`config.mk`:
```
export PLATFORM = sky130hd
export DESIGN_NAME = window_motor_relay_sequencer_flat
export DESIGN_NICKNAME = d
export VERILOG_FILES = /design/src/design/wmrs_pkg.sv /design/src/design/wmrs_ifs.sv /design/src/design/wmrs_front.sv /design/src/design/wmrs_queue.sv /design/src/design/wmrs_back.sv /design/src/design/window_motor_relay_sequencer.sv /design/src/flat_wrapper.sv
export SDC_FILE = /design/constraint.sdc
export NUM_CORES = 2
export LEC_CHECK = 0
export CORE_AREA = 2 2 212 370
export DETAILED_ROUTE_END_ITERATION = 16
export DIE_AREA = 0 0 214 372
export DONT_BUFFER_PORTS = 1
export PLACE_DENSITY = 0.79
export SLEW_MARGIN = 25
export SYNTH_ARGS = -nofsm -noshare
export SYNTH_HDL_FRONTEND = slang
export SYNTH_SLANG_ARGS = --single-unit
```
`constraint.sdc`:
```
create_clock -name clock -period 17.2 [get_ports clock]
set_clock_uncertainty 0.2 [all_clocks]
set_input_delay 0 -clock clock [delete_from_list [all_inputs] [get_ports clock]]
set_output_delay 0 -clock clock [all_outputs]
set_load 0.05 [all_outputs]
```
`src/design/wmrs_pkg.sv`:
```
package wmrs_pkg;

   localparam int NUM_WINDOWS        = 16;
   localparam int WINDOWS_PER_MODULE = 8;
   localparam int NUM_MODULES        = 2;
   localparam int MAX_RESULTS        = 16;

   localparam int WIN_W    = (NUM_WINDOWS > 1) ? $clog2(NUM_WINDOWS) : 1;
   localparam int MOD_W    = (NUM_MODULES > 1) ? $clog2(NUM_MODULES) : 1;
   localparam int EMIT_W   = $clog2(MAX_RESULTS + 1);
   localparam int RUN_W    = 20;
   localparam int PAUSE_W  = 16;
   localparam int TIME_W   = 16;
   localparam int MASK_W   = 16;
   localparam int WORD_W   = 16;
   localparam int WIDX_W   = 4;
   localparam int QUEUE_DEPTH = 4;
   localparam int QPTR_W   = $clog2(QUEUE_DEPTH);
   localparam int QCNT_W   = $clog2(QUEUE_DEPTH + 1);

   localparam int CSR_INDEX_W = 1;
   localparam int CSR_DATA_W  = 20;
   localparam logic [CSR_INDEX_W-1:0] CSR_RUN_TIME   = 1'b0;
   localparam logic [CSR_INDEX_W-1:0] CSR_PAUSE_TIME = 1'b1;

   localparam logic [RUN_W-1:0]   RUN_TIME_RESET   = 20'd60000;
   localparam logic [PAUSE_W-1:0] PAUSE_TIME_RESET = 16'd1000;

   localparam logic OP_TICK   = 1'b0;
   localparam logic OP_ACTION = 1'b1;

   typedef enum logic [1:0] {
      DIR_UP   = 2'd0,
      DIR_DOWN = 2'd1,
      DIR_STOP = 2'd2,
      DIR_NONE = 2'd3
   } dir_type;

   typedef enum logic {
      CMD_TICK   = 1'b0,
      CMD_ACTION = 1'b1
   } cmd_kind_type;

   typedef enum logic [1:0] {
      ST_IDLE,
      ST_WALK,
      ST_FINISH
   } state_type;

   typedef struct packed {
      cmd_kind_type        kind;
      logic [TIME_W-1:0]   elapsed;
      logic [MASK_W-1:0]   mask;
      dir_type             dir;
   } cmd_type;

   typedef struct packed {
      logic [RUN_W-1:0]   run_time;
      logic [PAUSE_W-1:0] pause_time;
   } cfg_type;

   typedef struct packed {
      logic [WIDX_W-1:0] window_index;
      dir_type           relay_direction;
      logic              module_index;
      logic [WORD_W-1:0] module_relays;
      logic              last_of_tick;
   } result_type;

   // (up, down) relay bits of each window slot within a module word
   localparam logic [WORD_W-1:0] RELAY_UP [8] = '{
      16'h0080, 16'h0020, 16'h0008, 16'h0002,
      16'h0100, 16'h0400, 16'h1000, 16'h4000
   };
   localparam logic [WORD_W-1:0] RELAY_DN [8] = '{
      16'h0040, 16'h0010, 16'h0004, 16'h0001,
      16'h0200, 16'h0800, 16'h2000, 16'h8000
   };

endpackage

```
`src/design/wmrs_ifs.sv`:
```
interface wmrs_req_if
   import wmrs_pkg::*;
();
   logic              valid;
   logic              ready;
   logic              operation;
   logic [TIME_W-1:0] elapsed_ms;
   logic [MASK_W-1:0] window_mask;
   logic [1:0]        direction;
   logic              force_stop;

   modport source (output valid, operation, elapsed_ms, window_mask, direction, force_stop,
                   input ready);
   modport sink   (input valid, operation, elapsed_ms, window_mask, direction, force_stop,
                   output ready);
endinterface

interface wmrs_rsp_if
   import wmrs_pkg::*;
();
   logic              valid;
   logic              ready;
   logic [WIDX_W-1:0] window_index;
   logic [1:0]        relay_direction;
   logic              module_index;
   logic [WORD_W-1:0] module_relays;
   logic              last_of_tick;

   modport source (output valid, window_index, relay_direction, module_index, module_relays,
                   last_of_tick, input ready);
   modport sink   (input valid, window_index, relay_direction, module_index, module_relays,
                   last_of_tick, output ready);
endinterface

```
`src/design/wmrs_front.sv`:
```
module wmrs_front
   import wmrs_pkg::*;
(
   input  logic       clock,
   input  logic       reset,
   wmrs_req_if.sink   req,
   output logic       cmd_valid,
   input  logic       cmd_ready,
   output cmd_type    cmd
);

   logic    out_valid_ff, out_valid_in;
   cmd_type out_ff, out_in;
   cmd_type classified;
   logic    keep;

   // fold force_stop into the direction, drop actions that ask for nothing
   always_comb begin
      classified.elapsed = req.elapsed_ms;
      classified.mask    = req.window_mask;
      if (req.operation == OP_ACTION) begin
         classified.kind = CMD_ACTION;
         classified.dir  = req.force_stop ? DIR_STOP : dir_type'(req.direction);
      end else begin
         classified.kind = CMD_TICK;
         classified.dir  = DIR_NONE;
      end
      keep = !(classified.kind == CMD_ACTION && classified.dir == DIR_NONE);
   end

   assign req.ready = !out_valid_ff || cmd_ready;

   always_comb begin
      out_valid_in = out_valid_ff && !cmd_ready;
      out_in       = out_ff;
      if (req.valid && req.ready && keep) begin
         out_valid_in = 1'b1;
         out_in       = classified;
      end
   end

   always_ff @(posedge clock) begin
      if (reset) begin
         out_valid_ff <= 1'b0;
      end else begin
         out_valid_ff <= out_valid_in;
      end
      out_ff <= out_in;
   end

   assign cmd_valid = out_valid_ff;
   assign cmd       = out_ff;

endmodule

```
`src/design/wmrs_queue.sv`:
```
module wmrs_queue
   import wmrs_pkg::*;
(
   input  logic    clock,
   input  logic    reset,
   input  logic    push_valid,
   output logic    push_ready,
   input  cmd_type push_data,
   output logic    pop_valid,
   input  logic    pop_ready,
   output cmd_type pop_data
);

   cmd_type           entry_ff [QUEUE_DEPTH];
   logic [QPTR_W-1:0] wr_ptr_ff, wr_ptr_in;
   logic [QPTR_W-1:0] rd_ptr_ff, rd_ptr_in;
   logic [QCNT_W-1:0] count_ff, count_in;
   logic              do_push, do_pop;

   assign push_ready = (count_ff != QCNT_W'(QUEUE_DEPTH));
   assign pop_valid  = (count_ff != '0);
   assign pop_data   = entry_ff[rd_ptr_ff];
   assign do_push    = push_valid && push_ready;
   assign do_pop     = pop_valid && pop_ready;

   always_comb begin
      wr_ptr_in = do_push ? wr_ptr_ff + 1'b1 : wr_ptr_ff;
      rd_ptr_in = do_pop  ? rd_ptr_ff + 1'b1 : rd_ptr_ff;
      count_in  = count_ff + QCNT_W'(do_push) - QCNT_W'(do_pop);
   end

   always_ff @(posedge clock) begin
      if (reset) begin
         wr_ptr_ff <= '0;
         rd_ptr_ff <= '0;
         count_ff  <= '0;
      end else begin
         wr_ptr_ff <= wr_ptr_in;
         rd_ptr_ff <= rd_ptr_in;
         count_ff  <= count_in;
      end
      if (do_push) begin
         entry_ff[wr_ptr_ff] <= push_data;
      end
   end

endmodule

```
`src/design/wmrs_back.sv`:
```
module wmrs_back
   import wmrs_pkg::*;
(
   input  logic       clock,
   input  logic       reset,
   input  cfg_type    cfg,
   input  logic       cmd_valid,
   output logic       cmd_ready,
   input  cmd_type    cmd,
   wmrs_rsp_if.source rsp
);

   state_type          state_ff, state_in;
   logic [WIN_W-1:0]   walk_ff, walk_in;
   logic [TIME_W-1:0]  elapsed_ff, elapsed_in;
   logic [EMIT_W-1:0]  emit_cnt_ff, emit_cnt_in;

   logic [RUN_W-1:0]   run_ff     [NUM_WINDOWS];
   logic [RUN_W-1:0]   run_in     [NUM_WINDOWS];
   logic [PAUSE_W-1:0] pause_ff   [NUM_WINDOWS];
   logic [PAUSE_W-1:0] pause_in   [NUM_WINDOWS];
   dir_type            req_dir_ff [NUM_WINDOWS];
   dir_type            req_dir_in [NUM_WINDOWS];
   dir_type            drv_ff     [NUM_WINDOWS];
   dir_type            drv_in     [NUM_WINDOWS];
   logic [WORD_W-1:0]  relay_ff   [NUM_MODULES];
   logic [WORD_W-1:0]  relay_in   [NUM_MODULES];

   logic               hold_valid_ff, hold_valid_in;
   result_type         hold_ff, hold_in;
   logic               out_valid_ff, out_valid_in;
   result_type         out_ff, out_in;

   // one window step
   logic [PAUSE_W-1:0] cur_pause, nx_pause;
   logic [RUN_W-1:0]   cur_run, nx_run;
   dir_type            cur_drv, nx_req, cmd_dir;
   logic               changed, in_module, produce, out_free, stall, last_window;
   int unsigned        mod_num;
   logic [MOD_W-1:0]   mod_idx;
   logic [2:0]         slot;
   logic [WORD_W-1:0]  cur_word, nx_word, up_bit, dn_bit;
   result_type         step_res;

   always_comb begin
      cur_pause = pause_ff[walk_ff];
      cur_run   = run_ff[walk_ff];
      cur_drv   = drv_ff[walk_ff];
      nx_pause  = cur_pause;
      nx_run    = cur_run;
      nx_req    = req_dir_ff[walk_ff];
      cmd_dir   = DIR_STOP;
      changed   = 1'b0;
      if (cur_pause > elapsed_ff) begin
         nx_pause = cur_pause - elapsed_ff;
      end else begin
         nx_pause = '0;
         if (cur_run != '0) begin
            if (cur_run > RUN_W'(elapsed_ff)) begin
               nx_run = cur_run - RUN_W'(elapsed_ff);
            end else begin
               nx_run = '0;
               nx_req = DIR_STOP;
            end
         end
         if (cur_drv != nx_req) begin
            changed = 1'b1;
            if (cur_drv == DIR_STOP) begin
               cmd_dir = nx_req;
            end else begin
               // reversal: stop first and start the dead time
               cmd_dir  = DIR_STOP;
               nx_pause = cfg.pause_time;
            end
         end
      end
   end

   always_comb begin
      mod_num   = int'(walk_ff) / WINDOWS_PER_MODULE;
      mod_idx   = MOD_W'(mod_num);
      slot      = 3'(int'(walk_ff) % WINDOWS_PER_MODULE);
      in_module = (mod_num < NUM_MODULES);
      up_bit    = RELAY_UP[slot];
      dn_bit    = RELAY_DN[slot];
      cur_word  = relay_ff[mod_idx];
      unique case (cmd_dir)
         DIR_UP:   nx_word = (cur_word | up_bit) & ~dn_bit;
         DIR_DOWN: nx_word = (cur_word | dn_bit) & ~up_bit;
         default:  nx_word = cur_word & ~(up_bit | dn_bit);
      endcase
      step_res.window_index    = WIDX_W'(walk_ff);
      step_res.relay_direction = cmd_dir;
      step_res.module_index    = 1'(mod_num);
      step_res.module_relays   = nx_word;
      step_res.last_of_tick    = 1'b0;
   end

   assign out_free    = !out_valid_ff || rsp.ready;
   assign produce     = changed && in_module && (emit_cnt_ff < EMIT_W'(MAX_RESULTS));
   assign stall       = produce && hold_valid_ff && !out_free;
   assign last_window = (walk_ff == WIN_W'(NUM_WINDOWS - 1));

   always_comb begin
      state_in      = state_ff;
      walk_in       = walk_ff;
      elapsed_in    = elapsed_ff;
      emit_cnt_in   = emit_cnt_ff;
      run_in        = run_ff;
      pause_in      = pause_ff;
      req_dir_in    = req_dir_ff;
      drv_in        = drv_ff;
      relay_in      = relay_ff;
      hold_valid_in = hold_valid_ff;
      hold_in       = hold_ff;
      out_valid_in  = out_valid_ff && !rsp.ready;
      out_in        = out_ff;
      cmd_ready     = 1'b0;
      unique case (state_ff)
         ST_IDLE: begin
            cmd_ready = 1'b1;
            if (cmd_valid) begin
               if (cmd.kind == CMD_ACTION) begin
                  for (int i = 0; i < NUM_WINDOWS && i < MASK_W; i++) begin
                     if (cmd.mask[i]) begin
                        req_dir_in[i] = cmd.dir;
                        run_in[i]     = cfg.run_time;
                     end
                  end
               end else begin
                  elapsed_in  = cmd.elapsed;
                  walk_in     = '0;
                  emit_cnt_in = '0;
                  state_in    = ST_WALK;
               end
            end
         end
         ST_WALK: begin
            if (!stall) begin
               pause_in[walk_ff]   = nx_pause;
               run_in[walk_ff]     = nx_run;
               req_dir_in[walk_ff] = nx_req;
               if (changed) begin
                  drv_in[walk_ff] = cmd_dir;
                  if (in_module) begin
                     relay_in[mod_idx] = nx_word;
                  end
               end
               if (produce) begin
                  // push the held result out, keep the new one until we know it is not last
                  if (hold_valid_ff) begin
                     out_valid_in = 1'b1;
                     out_in       = hold_ff;
                  end
                  hold_valid_in = 1'b1;
                  hold_in       = step_res;
                  emit_cnt_in   = emit_cnt_ff + 1'b1;
               end
               if (last_window) begin
                  state_in = ST_FINISH;
               end else begin
                  walk_in = walk_ff + 1'b1;
               end
            end
         end
         ST_FINISH: begin
            if (!hold_valid_ff) begin
               state_in = ST_IDLE;
            end else if (out_free) begin
               out_valid_in        = 1'b1;
               out_in              = hold_ff;
               out_in.last_of_tick = 1'b1;
               hold_valid_in       = 1'b0;
               state_in            = ST_IDLE;
            end
         end
         default: begin
            state_in = ST_IDLE;
         end
      endcase
   end

   always_ff @(posedge clock) begin
      if (reset) begin
         state_ff      <= ST_IDLE;
         walk_ff       <= '0;
         emit_cnt_ff   <= '0;
         hold_valid_ff <= 1'b0;
         out_valid_ff  <= 1'b0;
         for (int i = 0; i < NUM_WINDOWS; i++) begin
            run_ff[i]     <= '0;
            pause_ff[i]   <= '0;
            req_dir_ff[i] <= DIR_STOP;
            drv_ff[i]     <= DIR_STOP;
         end
         for (int m = 0; m < NUM_MODULES; m++) begin
            relay_ff[m] <= '0;
         end
      end else begin
         state_ff      <= state_in;
         walk_ff       <= walk_in;
         emit_cnt_ff   <= emit_cnt_in;
         hold_valid_ff <= hold_valid_in;
         out_valid_ff  <= out_valid_in;
         run_ff        <= run_in;
         pause_ff      <= pause_in;
         req_dir_ff    <= req_dir_in;
         drv_ff        <= drv_in;
         relay_ff      <= relay_in;
      end
      elapsed_ff <= elapsed_in;
      hold_ff    <= hold_in;
      out_ff     <= out_in;
   end

   assign rsp.valid           = out_valid_ff;
   assign rsp.window_index    = out_ff.window_index;
   assign rsp.relay_direction = out_ff.relay_direction;
   assign rsp.module_index    = out_ff.module_index;
   assign rsp.module_relays   = out_ff.module_relays;
   assign rsp.last_of_tick    = out_ff.last_of_tick;

   a_hold_empty_when_idle: assert property (@(posedge clock) disable iff (reset)
      state_ff == ST_IDLE |-> !hold_valid_ff)
      else $error("held result left over outside a tick");

   a_emit_bounded: assert property (@(posedge clock) disable iff (reset)
      emit_cnt_ff <= EMIT_W'(MAX_RESULTS))
      else $error("too many results in one tick");

   a_stall_holds_walk: assert property (@(posedge clock) disable iff (reset)
      state_ff == ST_WALK && stall |=> state_ff == ST_WALK && walk_ff == $past(walk_ff))
      else $error("window walk advanced while the output was blocked");

   a_no_none_drive: assert property (@(posedge clock) disable iff (reset)
      out_valid_ff |-> out_ff.relay_direction != DIR_NONE)
      else $error("relay commanded with direction none");

endmodule

```
`src/design/window_motor_relay_sequencer.sv`:
```
// Window motor relay sequencer: drives the up/down relay pairs of 16 windows spread over two
// 16-bit relay modules. Action beats (operation 1) set the requested direction of every window
// in window_mask and reload its run timer; they are applied while the sequencer is idle and produce
// nothing. A direction of none without force_stop is dropped at the input. Tick beats
// (operation 0) count each window's pause and run timers down by elapsed_ms and move the driven
// direction toward the request; a reversal commands stop and starts the dead time first. A tick
// walks the windows one per cycle unless the result side stalls: the sequencer takes the beat
// while idle, walks all 16 windows, then closes the tick before taking the next beat. Every
// relay change yields one result beat carrying the module's full relay word; last_of_tick marks
// the final beat of a tick, and a tick that changes nothing gives no beat. A classify register
// and a four-entry command queue sit in front of the sequencer, so input beats keep being taken
// while a tick is walked, as long as the queue has room.
// Configuration (index 0 run time, index 1 pause time) is written through the csr_ port, applies
// to the next beats; the user must write it only while the block is idle (not enforced).
module window_motor_relay_sequencer
   import wmrs_pkg::*;
(
   input  logic                   clock,
   input  logic                   reset,
   wmrs_req_if.sink               req,
   wmrs_rsp_if.source             rsp,
   input  logic                   csr_write_enable,
   input  logic [CSR_INDEX_W-1:0] csr_index,
   input  logic [CSR_DATA_W-1:0]  csr_write_data
);

   // configuration registers
   logic [RUN_W-1:0]   run_time_ff, run_time_in;
   logic [PAUSE_W-1:0] pause_time_ff, pause_time_in;
   cfg_type            cfg;

   // front register to queue, queue to sequencer
   logic    fq_valid, fq_ready;
   cmd_type fq_cmd;
   logic    qb_valid, qb_ready;
   cmd_type qb_cmd;

   always_comb begin
      run_time_in   = run_time_ff;
      pause_time_in = pause_time_ff;
      if (csr_write_enable) begin
         unique case (csr_index)
            CSR_RUN_TIME:   run_time_in   = RUN_W'(csr_write_data);
            CSR_PAUSE_TIME: pause_time_in = PAUSE_W'(csr_write_data);
         endcase
      end
   end

   always_ff @(posedge clock) begin
      if (reset) begin
         run_time_ff   <= RUN_TIME_RESET;
         pause_time_ff <= PAUSE_TIME_RESET;
      end else begin
         run_time_ff   <= run_time_in;
         pause_time_ff <= pause_time_in;
      end
   end

   assign cfg.run_time   = run_time_ff;
   assign cfg.pause_time = pause_time_ff;

   // classify input beats
   wmrs_front u_front (
      .clock     (clock),
      .reset     (reset),
      .req       (req),
      .cmd_valid (fq_valid),
      .cmd_ready (fq_ready),
      .cmd       (fq_cmd)
   );

   // decouple intake from the window walk
   wmrs_queue u_queue (
      .clock      (clock),
      .reset      (reset),
      .push_valid (fq_valid),
      .push_ready (fq_ready),
      .push_data  (fq_cmd),
      .pop_valid  (qb_valid),
      .pop_ready  (qb_ready),
      .pop_data   (qb_cmd)
   );

   // apply actions, walk ticks, emit relay updates
   wmrs_back u_back (
      .clock     (clock),
      .reset     (reset),
      .cfg       (cfg),
      .cmd_valid (qb_valid),
      .cmd_ready (qb_ready),
      .cmd       (qb_cmd),
      .rsp       (rsp)
   );

endmodule
```
`src/flat_wrapper.sv`:
```
// flat-port wrapper written by rule: the top's interface ports become plain ports
module window_motor_relay_sequencer_flat import wmrs_pkg::*;
  (clock, reset, csr_write_enable, csr_index, csr_write_data, req_valid, req_operation, req_elapsed_ms, req_window_mask, req_direction, req_force_stop, req_ready, rsp_valid, rsp_window_index, rsp_relay_direction, rsp_module_index, rsp_module_relays, rsp_last_of_tick, rsp_ready);
  wmrs_req_if req_i ();
  wmrs_rsp_if rsp_i ();
  input  logic clock;
  input  logic reset;
  input  logic csr_write_enable;
  input  logic [CSR_INDEX_W-1:0] csr_index;
  input  logic [CSR_DATA_W-1:0] csr_write_data;
  input wire logic [$bits(req_i.valid)-1:0] req_valid;
  input wire logic [$bits(req_i.operation)-1:0] req_operation;
  input wire logic [$bits(req_i.elapsed_ms)-1:0] req_elapsed_ms;
  input wire logic [$bits(req_i.window_mask)-1:0] req_window_mask;
  input wire logic [$bits(req_i.direction)-1:0] req_direction;
  input wire logic [$bits(req_i.force_stop)-1:0] req_force_stop;
  output wire logic [$bits(req_i.ready)-1:0] req_ready;
  output wire logic [$bits(rsp_i.valid)-1:0] rsp_valid;
  output wire logic [$bits(rsp_i.window_index)-1:0] rsp_window_index;
  output wire logic [$bits(rsp_i.relay_direction)-1:0] rsp_relay_direction;
  output wire logic [$bits(rsp_i.module_index)-1:0] rsp_module_index;
  output wire logic [$bits(rsp_i.module_relays)-1:0] rsp_module_relays;
  output wire logic [$bits(rsp_i.last_of_tick)-1:0] rsp_last_of_tick;
  input wire logic [$bits(rsp_i.ready)-1:0] rsp_ready;
  assign req_i.valid = req_valid;
  assign req_i.operation = req_operation;
  assign req_i.elapsed_ms = req_elapsed_ms;
  assign req_i.window_mask = req_window_mask;
  assign req_i.direction = req_direction;
  assign req_i.force_stop = req_force_stop;
  assign req_ready = req_i.ready;
  assign rsp_valid = rsp_i.valid;
  assign rsp_window_index = rsp_i.window_index;
  assign rsp_relay_direction = rsp_i.relay_direction;
  assign rsp_module_index = rsp_i.module_index;
  assign rsp_module_relays = rsp_i.module_relays;
  assign rsp_last_of_tick = rsp_i.last_of_tick;
  assign rsp_i.ready = rsp_ready;
  window_motor_relay_sequencer u_core (.clock(clock), .reset(reset), .req(req_i), .rsp(rsp_i), .csr_write_enable(csr_write_enable), .csr_index(csr_index), .csr_write_data(csr_write_data));
endmodule
```
==> reports/results.ini <==
[worst_setup_path]
r2r_start = u_core.u_back.walk_ff[1]
crit_type = register to register
cp-startpoint = u_core.u_back.walk_ff[1]
endpoint = u_core.u_back.pause_ff[189]
reg2reg_slack_ns = 9.46
crit_fanout = 62
r2r_end = u_core.u_back.pause_ff[189]
critPathArrivalTime_ns = 8.05
startpoint_type = register
required_ns = 17.51
r2r_cells = 19
end_kind = register

[sta]
timing.final.ws_setup_ns = 9.463
tns_ns = 0
grt_setup_unrepaired = false
setup_viol = 0
fin_crit_sh = 0.4498
tightest_slew_ns = 1.110
maxSlewHeadroom = 0.2602
holdWs_ns = 0.1030
period_needed_ns = 7.737
clock.fmax_mhz = 129.2
hold_viol = 0
slew_viol_final = 0

[grt]
grt_pass1_wl_um = 200600
antenna_found_initial = 4
grt_overflow_total = 0
track_usage = 0.3289
grt_pass1_vias = 33930
grt_max_degree = 749

[routing]
avgRoutedWirePerCell_um = 25.97
ant_nets = 0
first_iter_violations = 3739
drt_wl_total_um = 134000
viasPerCell = 6.685
post-route-drc-count = 0
vias = 34480
first_pass_iters = 6

[cts]
cts.sinks = 967
cts_tree = yes
root_buffer = clkbuf_16
cts_buffers = 81
clk_latency_ns = 0.69
post_cts_buffers = 0
clk_pin_slew_ns = 0.07
cts_max_path_buffers = 3
htree_levels = 3

[final_layout]
layout_commonest_cell = dfxtp_1
area_growth_pct = 10.83
final_cell_mix = dfxtp_1, nor2_1, o21ai_0
nFillCells = 5744
drive_above_1_share = 0.1250
nets = 4172

[synthesis]
ys_async_sr_fraction = 0
syn_inst = 4153
synth.top_cell.area_share = 0.3331
yosys_warnings = 0
synth.distinct_cells = 82
syn_area_um2 = 43930
ys_ff_latch = 967
ys_seq_area_frac = 0.4944
syn_avg_cell_area_um2 = 10.58
synth_flop_cell = dfxtp_1
synth_top_area_cell = dfxtp_1
syn-num-nets = 4266
synth_edf_count = 236
synth_area_leaders = dfxtp_1, edfxtp_1, mux4_2

[floorplanning]
fp-row-count = 135
ios = 88
fp.dieW_um = 214
fp.dieH_um = 372
core_area_um2 = 76860
initial_core_util = 0.5716
die_area_um2 = 79610

[power_and_ir_drop]
leakage_nw = 16.25
ir_worst_vdd_mv = 0.1303
power_density_nw_per_um2 = 150.6

[placement]
dp_slack_ns = 9.750
io_buffers = 0
gp_congestion = 0.9819
dp_hpwl_um = 77260

[worst_hold_path]
hold_path_class = primary input to register
whs_path_depth = 3

[job]
maxCapViolCount = 0

[status]
status = completed

## synth_stat cells (44+ instances only)
cell,n
o21ai_0,365
nand2_1,198
buf_2,44
nor2_1,511
a21oi_1,279
clkbuf_1,305
nand2b_1,55
a211oi_1,229
dfxtp_1,731
ha_1,48
mux4_2,215
inv_1,54
nand3b_1,224
mux2i_1,188
a22oi_1,45
edfxtp_1,236
## state kept, by name (all words and copies together) (netlist names), 2 cells and up, named ones only
name / flops
u_core.run_time_ff: 20
u_core.u_back.rsp.module_relays: 16
u_core.u_queue.rd_ptr_ff: 2
u_core.pause_time_ff: 16
u_core.u_back.drv_ff: 32
u_core.u_queue.entry_ff: 140
u_core.u_back.rsp.relay_direction: 2
u_core.u_back.state_ff: 2
u_core.u_back.elapsed_ff: 16
u_core.u_back.pause_ff: 256
u_core.u_back.run_ff: 320
u_core.u_back.hold_ff: 22
u_core.u_back.relay_ff: 32
u_core.u_queue.count_ff: 3
u_core.u_back.rsp.window_index: 4
u_core.u_back.req_dir_ff: 32
u_core.u_front.cmd: 35
u_core.u_queue.wr_ptr_ff: 2
u_core.u_back.walk_ff: 4
u_core.u_back.emit_cnt_ff: 5
## kinds of logic (layout without fill, tap and decap cells)
group / Yosys count / after routing / synth area share
AO/OA/AOI/OAI: 1091 / 1091 / 0.1578
XOR/XNOR: 31 / 31 / 0.006180
adder cells (fa/ha/maj): 51 / 51 / 0.01504
buffers and inverters: 451 / 425 / 0.04281
flip-flops: 967 / 967 / 0.4944
multiplexers: 403 / 403 / 0.1531
other: 0 / 4 / 0
AND/OR/NAND/NOR: 1159 / 1159 / 0.1307
## power by group
| group | internal (W) | switching [W] |
|---|---|---|
| Sequential | 0.00260 | 0.000171 |
| Clock | 0.00109 | 0.000883 |
| Combinational | 0.000869 | 0.00171 |
## worst min path at each step
stage	start	endpoint	slack, ns
2_1_floorplan	req_window_mask[8]	u_core.u_front.cmd[10]	-0.10
3_3_place_gp	req_window_mask[4]	u_core.u_front.cmd[6]	-0.10
3_5_place_dp	req_window_mask[14]	u_core.u_front.cmd[16]	-0.10
4_1_cts	csr_index	u_core.run_time_ff[1]	0.05
5_1_grt	csr_write_data[8]	u_core.run_time_ff[8]	0.11
6_report	csr_write_data[8]	u_core.run_time_ff[8]	0.10
## metrics by stage
stage / instance area, um2 / std cells / power (W) / utilization
after global placement: 44160 / 4852 / 0.005176 / 0.5746
after global routing: 48690 / 5157 / 0.007588 / 0.6335
after floorplan: 43930 / 4153 / 0.004581 / -
final: 48690 / 5158 / 0.007332 / 0.6335
after detailed placement: 44210 / 4852 / 0.005239 / 0.5753
after CTS: 48540 / 5150 / 0.007240 / 0.6316
## layer usage
layer	vias to the layer above	share of wire	global-route usage	routed length, um
met3	662	0.085	0.06055	11360
met2	2009	0.48	0.5512	64830
met5	-	0.000097	0	13
li1	15040	-	-	-
met4	2	0.092	0.2757	12330
met1	16770	0.34	0.3650	45420
## layout make-up
class	count	area, um2	area share
clock inverter	39	437.9	0.008994
sequential	967	21730	0.4464
timing repair buffer	219	2105	0.04322
multi-input combinational	2735	20510	0.4213
tap	1027	1285	0.02639
clock buffer	112	2397	0.04924
antenna	4	10.01	0.0002056
inverter	55	206.4	0.004240
## critical path: stages (launching register included)
cell and delay, ns:
dfxtp_4 0.55, buf_4 0.56, buf_4 0.85, mux4_2 0.41, a22oi_1 0.33, nand2_1 0.15, inv_1 0.10, ha_1 0.16
inv_1 0.06, fa_1 0.42, a21o_1 0.17, a21oi_1 0.30, o221a_2 0.31, o211ai_1 0.15, a21boi_2 0.53, a31oi_2 0.22
nand4_1 0.66, nand2_1 0.85, nand3b_1 0.35, o21ai_0 0.17
## what timing repair did
action	CTS	global route
hold buffers	147	1
endpoints found under the setup margin	0	0
gates resized for setup	0	0
endpoints found under the hold margin	824	173
No activity file was read; power rests on OpenSTA's default activity.
